`config.mk`:
```
export PLATFORM = sky130hd
export DESIGN_NAME = tdfr_ctrl
export DESIGN_NICKNAME = d
export VERILOG_FILES = /design/src/tdfr_pkg.sv /design/src/tdfr_ctrl.sv
export SDC_FILE = /design/constraint.sdc
export NUM_CORES = 1
export LEC_CHECK = 0
export ABC_AREA = 1
export BUFFER_PORTS_ARGS = -buffer_cell sky130_fd_sc_hd__buf_2
export CAP_MARGIN = 20
export CORE_AREA = 2 2 39 41
export DETAILED_ROUTE_END_ITERATION = 10
export DIE_AREA = 0 0 41 43
export PLACE_DENSITY = 0.59
export SETUP_SLACK_MARGIN = 0.15
export SLEW_MARGIN = 20
export SYNTH_ARGS = -nofsm -noshare
export SYNTH_HDL_FRONTEND = slang
export SYNTH_SLANG_ARGS = --single-unit
```
`constraint.sdc`:
```
create_clock -name i_clk -period 2.47 [get_ports i_clk]
set_clock_uncertainty 0.1 [all_clocks]
set_input_delay 0.741 -clock i_clk [delete_from_list [all_inputs] [get_ports i_clk]]
set_output_delay 0.741 -clock i_clk [all_outputs]
set_load 0.01 [all_outputs]
```
`src/tdfr_pkg.sv`:
```
`default_nettype none
// ----------------------------------------------------------------------------
// tdfr_pkg: shared types and constants of the timed DAC frame renderer.
// Holds the command codes, controller states, register indexes and the
// command and status bundles between the controller and the datapath.
// ----------------------------------------------------------------------------
package tdfr_pkg;

    localparam int CMD_W      = 2;
    localparam int CHAN_W     = 2;
    localparam int DATA_W     = 8;
    localparam int CYC_W      = 24;
    localparam int IDX_W      = 10;
    localparam int SAMPLE_W   = 8;
    localparam int FLEN_W     = 11;
    localparam int CFG_ADDR_W = 1;

    localparam logic [FLEN_W-1:0]     FRAME_LEN_RST  = 11'd735;
    localparam logic                  OUTPUT_EN_RST  = 1'b1;
    localparam logic [DATA_W-1:0]     AMP_OFFSET     = 8'h80;

    localparam logic [CFG_ADDR_W-1:0] REG_FRAME_LEN  = 1'b0;
    localparam logic [CFG_ADDR_W-1:0] REG_OUTPUT_EN  = 1'b1;

    typedef enum logic [CMD_W-1:0] {
        CMD_WRITE     = 2'd0,
        CMD_FRAME_END = 2'd1,
        CMD_READ      = 2'd2
    } t_cmd_e;

    typedef enum logic [3:0] {
        S_IDLE,
        S_MUL,
        S_DINIT,
        S_DIV,
        S_WSETUP,
        S_WFILL,
        S_FSETUP,
        S_FFILL,
        S_RD,
        S_RDOUT
    } t_state_e;

    // Controller to datapath.
    typedef struct packed {
        logic load;        // capture the accepted beat
        logic mul;         // form frame_len * (period - left)
        logic div_init;    // seed the divider from the product
        logic div_step;    // one quotient bit
        logic wr_setup;    // fill range of a data write
        logic fe_setup;    // fill range of a frame end, current channel
        logic fill_step;   // one sample write, if any remain
        logic wr_commit;   // store fill position and new held amplitude
        logic fe_done;     // rewind channel and advance to the next one
    } t_dp_cmd;

    // Datapath to controller.
    typedef struct packed {
        logic ch_ok;       // addressed channel exists
        logic div_last;    // last quotient bit is being formed
        logic fill_done;   // fill pointer reached its target
        logic ch_last;     // frame end is on the last channel
    } t_dp_status;

endpackage : tdfr_pkg
`default_nettype wire

```
`src/tdfr_ctrl.sv`:
```
`default_nettype none
// ----------------------------------------------------------------------------
// tdfr_ctrl: command sequencer of the timed DAC frame renderer.
// Walks each accepted beat through multiply, divide, fill or read steps.
// ----------------------------------------------------------------------------
module tdfr_ctrl
    import tdfr_pkg::*;
(
    input  wire logic              i_clk,
    input  wire logic              i_rst_n,
    input  wire logic              i_in_valid,
    input  wire logic [CMD_W-1:0]  i_in_cmd,
    input  wire logic              i_output_en,
    input  wire logic              i_out_free,
    input  wire t_dp_status        i_status,
    output t_dp_cmd                o_cmd,
    output logic                   o_in_ready,
    output logic                   o_out_load
);

    t_state_e r_state;
    t_state_e n_state;

    always_ff @(posedge i_clk) begin
        if (!i_rst_n) begin
            r_state <= S_IDLE;
        end else begin
            r_state <= n_state;
        end
    end

    always_comb begin
        n_state = r_state;
        case (r_state)
            S_IDLE: begin
                if (i_in_valid) begin
                    case (i_in_cmd)
                        CMD_WRITE:     n_state = S_MUL;
                        CMD_FRAME_END: n_state = i_output_en ? S_FSETUP : S_IDLE;
                        CMD_READ:      n_state = S_RD;
                        default:       n_state = S_IDLE;
                    endcase
                end
            end
            S_MUL:    n_state = i_status.ch_ok ? S_DINIT : S_IDLE;
            S_DINIT:  n_state = S_DIV;
            S_DIV:    n_state = i_status.div_last ? S_WSETUP : S_DIV;
            S_WSETUP: n_state = S_WFILL;
            S_WFILL:  n_state = i_status.fill_done ? S_IDLE : S_WFILL;
            S_FSETUP: n_state = S_FFILL;
            S_FFILL: begin
                if (i_status.fill_done) begin
                    n_state = i_status.ch_last ? S_IDLE : S_FSETUP;
                end
            end
            S_RD:     n_state = S_RDOUT;
            S_RDOUT:  n_state = i_out_free ? S_IDLE : S_RDOUT;
            default:  n_state = S_IDLE;
        endcase
    end

    always_comb begin
        o_cmd      = '0;
        o_in_ready = 1'b0;
        o_out_load = 1'b0;
        case (r_state)
            S_IDLE: begin
                o_in_ready = 1'b1;
                o_cmd.load = i_in_valid;
            end
            S_MUL:    o_cmd.mul      = 1'b1;
            S_DINIT:  o_cmd.div_init = 1'b1;
            S_DIV:    o_cmd.div_step = 1'b1;
            S_WSETUP: o_cmd.wr_setup = 1'b1;
            S_WFILL: begin
                o_cmd.fill_step = 1'b1;
                o_cmd.wr_commit = i_status.fill_done;
            end
            S_FSETUP: o_cmd.fe_setup = 1'b1;
            S_FFILL: begin
                o_cmd.fill_step = 1'b1;
                o_cmd.fe_done   = i_status.fill_done;
            end
            S_RD:     o_cmd = '0;
            S_RDOUT:  o_out_load = i_out_free;
            default:  o_cmd = '0;
        endcase
    end

endmodule : tdfr_ctrl
`default_nettype wire

```
# Word-level counts from Yosys, hierarchy flattened
# Cells that the tools add are included.
[word_totals]
reg_bits = 4
[classes]
eq_ne = 13
n_mux = 21
reduce_logical = 4
[op_table]
columns = ["op", "count"]
rows = [
  ["4-bit one-hot mux with 10 select lines", 1],
  ["4-bit by 3-bit equality test with 1-bit output (second input constant)", 4],
  ["3-bit 2-to-1 mux", 4],
  ["4-bit 2-to-1 mux", 3],
  ["4-bit one-hot mux with 3 select lines", 1],
  ["1-bit 2-to-1 mux", 11],
  ["4-bit by 2-bit equality test with 1-bit output (second input constant)", 2],
  ["4-bit equality test (second input constant)", 2],
  ["4-bit by 1-bit equality test with 1-bit output (second input constant)", 1],
  ["4-bit zero test", 1],
  ["2-bit inequality test (second input constant)", 2],
  ["2-bit by 1-bit equality test with 1-bit output (second input constant)", 1],
  ["2-bit equality test (second input constant)", 1],
  ["2-bit zero test", 1],
  ["2-bit 2-to-1 mux", 1],
  ["2-bit AND reduction", 1],
  ["2-bit OR reduction", 1],
]

# Logic depth before layout (Yosys ltp)
[logic_depth]
depth_word = 4
ltp_mapped = 8
mapped_depth_nobuf = 8

# Worst setup path before layout
# OpenSTA, ideal clock, no wires.
[synth_path]
path_type = "input-to-output"
start = "in i_status[1] (netlist name)"
end = "out o_cmd[0] (netlist name)"
t_arrival_ns = 1.101
t_required_ns = 1.629
slack_ns = 0.528
path_stages = 2
path_buffers = 0
path_cell_list = "inv_1 > nor3_1"
[synth_rtl]
columns = ["item", "line_no", "rtl"]
rows = [
  ["start, declared", "tdfr_ctrl.sv:15", "input wire t_dp_status i_status,"],
  ["end, declared", "tdfr_ctrl.sv:16", "output t_dp_cmd o_cmd,"],
]

==> results.json <==
{
  "outcome": "finished, final reports clean",
  "cts_tree": "built",
  "syn_area_um2": 397.9,
  "p_per_area_nw_per_um2": 451.5,
  "instances_no_fill": 113,
  "layout-drive-gt1-share_pct": 34.02,
  "reg_top3": "r_state x4",
  "placedCellCount": 110,
  "grt_pass1_vias": 381,
  "synth_top_family_by_area": "simple AND/OR/NAND/NOR gates",
  "synth_commonest_cells": "inv_1, nand2_1, nor2_1, nand3_1",
  "worstPathMaxFanout": 4,
  "drv_slew": 0,
  "synth_area_per_cell_um2": 5.450,
  "grt-ovfl-total": 0,
  "reg2reg_depth": 7,
  "root_buffer": "clkbuf_4",
  "cts_resized": 0,
  "drv_cap": 0,
  "cts.clk_slew.worst_paths_ns": 0.03,
  "postCtsSetupBuffers": 0,
  "startpoint_type": "input port",
  "coreArea_um2": 1384,
  "whs_path_depth": 2,
  "seq_area_frac_synth_pct": 20.13,
  "drt-pass1-iter-count": 3,
  "antenna_found_initial": 0,
  "setup_viol": 0,
  "routed_wl_um": 895,
  "r2r_end": "r_state[0]$_SDFFE_PN0P_",
  "cts_buffer_depth": 2,
  "max_slew_margin_pct": 83.51,
  "grt_pass1_wl_um": 1407,
  "synth_fa_ha_area_share_pct": 0,
  "synth_compound_area_share_pct": 12.89,
  "wl_per_cell_um": 7.920,
  "diodes": 0,
  "synth_area_leader_cell": "dfxtp_1",
  "antenna_left": 0,
  "yosysWarnings": 0,
  "synth_ff_type": "dfxtp_1",
  "tightest_slew_ns": 0.2470,
  "area_growth_pct": 37.11,
  "place_congestion": 0.7478,
  "grt_max_degree": 8,
  "p_total_w": 0.0002463,
  "vias_per_cell": 4.319,
  "cts_buffers": 3,
  "ys_ff_latch": 4,
  "min_from": "r_state[3]$_SDFFE_PN0P_",
  "h-tree-depth": 1,
  "end_kind": "output pin",
  "synth-simple-area-share_pct": 48.74,
  "die-area_um2": 1763,
  "cellLeakagePower_nw": 0.3364,
  "placed_area_um2": 523.0,
  "hp-class": "register to register",
  "r2r-start": "r_state[0]$_SDFFE_PN0P_",
  "holdBufCountCts": 0,
  "drcViolationCount": 0,
  "hold_viol_final": 0,
  "largest_reg_flops": 4,
  "synthArstFlopShare_pct": 0,
  "max_freq_ghz": 0.4838,
  "io_pins": 22,
  "vdd_drop_max_v": 0.0002183,
  "synth-edff-count": 0,
  "cts_sinks": 4,
  "cp.required_ns": 1.63,
  "critPathKind": "input port to output pin",
  "synth_fp_nets": 84,
  "synth_cell_types": 15,
  "initial_core_util_pct": 28.75,
  "insertion_delay_ns": 0.23,
  "period_needed_ns": 2.067,
  "die_w_um": 41,
  "yosys-top-cells-area": "dfxtp_1, inv_1, nand2_1, nor2_1, nand3_1",
  "grt_usage_pct": 11.24,
  "initialDrtViolationCount": 5,
  "dr_total_vias": 488,
  "regMostFlops": "r_state",
  "io_buffers": 21,
  "nets": 110,
  "die_h_um": 43,
  "min_to": "r_state[3]$_SDFFE_PN0P_",
  "synthCells": 73,
  "synthMuxAreaShare_pct": 0,
  "yosysMostFrequentCell": "inv_1",
  "dpl.hpwl_um": 778.9,
  "grt_setup_unrepaired": "no",
  "fin_area_um2": 545.5,
  "num-fill-cells": 155,
  "num_rows": 14,
  "synth_xor_area_share_pct": 0,
  "layout_worst_path_cycle_share_pct": 83.69,
  "synth_top_area_share_pct": 20.13,
  "arrival_ns": 1.23,
  "rrSetupSlack_ns": 1.19,
  "fin_setup_tns_ns": 0
}
[logic make-up (layout without fill, tap and decap cells)]
logic type	after synthesis	after routing
compound gates	8	8
buf+inv	19	43
flops	4	4
simple gates	42	42
[power breakdown]
group | switching [W] | leakage (nW) | total [W] | internal (W)
clock network | 0.0000239 | 0.0138 | 0.0000780 | 0.0000541
logic | 0.0000543 | 0.290 | 0.0000892 | 0.0000350
registers | 0.00000877 | 0.0326 | 0.0000791 | 0.0000703
total | 0.0000869 | 0.336 | 0.000246 | 0.000159
[per-layer routing]
metal / routed length, µm / track usage (%) / vias to the layer above
li1: - / - / 276
met1: 417 / 15.11 / 197
met2: 431 / 18.44 / 15
met3: 46 / 0 / 0
met4: 0 / 4.000 / 0
met5: 0 / 0 / -
[through the flow]
stage                     hold slack (ns)  setup slack, ns  util (%)
after global routing               0.5921           0.2944     39.42
after global placement             0.5627           0.4443     37.79
after detailed placement           0.5532           0.3943     37.79
after CTS                          0.5579           0.3866     39.42
after floorplan                    0.4801           0.5277         -
final                              0.5428           0.4028     39.42
[critical path, stage by stage]
cell and delay (ns):
buf_2 0.07, inv_1 0.07, nor3_1 0.19, buf_2 0.16
[cell type report]
| cell class | count | area (µm²) | share of cell area, % |
|---|---|---|---|
| Tap cell | 16 | 20.02 | 3.670 |
| Multi-Input combinational cell | 50 | 245.2 | 44.95 |
| Timing Repair Buffer | 21 | 105.1 | 19.27 |
| Clock buffer | 3 | 22.52 | 4.128 |
| Sequential cell | 4 | 80.08 | 14.68 |
| Inverter | 19 | 72.57 | 13.30 |
[how the worst max path moves through the flow]
stage	start	end	slack, ns	depth (start not counted)
2_1_floorplan	i_status[1]	o_cmd[0]	0.53	2
4_1_cts	r_state[2]$_SDFFE_PN0P_	o_cmd[0]	0.39	5
3_3_place_gp	i_status[1]	o_cmd[0]	0.44	4
6_report	i_status[1]	o_cmd[0]	0.40	4
3_5_place_dp	i_status[1]	o_cmd[0]	0.39	4
5_1_grt	r_state[2]$_SDFFE_PN0P_	o_cmd[4]	0.29	5
[cell usage in the layout, fill, tap and decap left out, drive strengths merged]
| cell | count |
|---|---|
| nand2 | 16 |
| a211oi | 1 |
| nand3 | 8 |
| nor3 | 3 |
| buf | 21 |
| inv | 18 |
| nor2 | 15 |
| clkbuf | 3 |
| o211ai | 2 |
| dfxtp | 4 |
| clkinv | 1 |
| a21oi | 4 |
| o21ai | 1 |
Note: power is estimated with default switching activity, not from simulation.
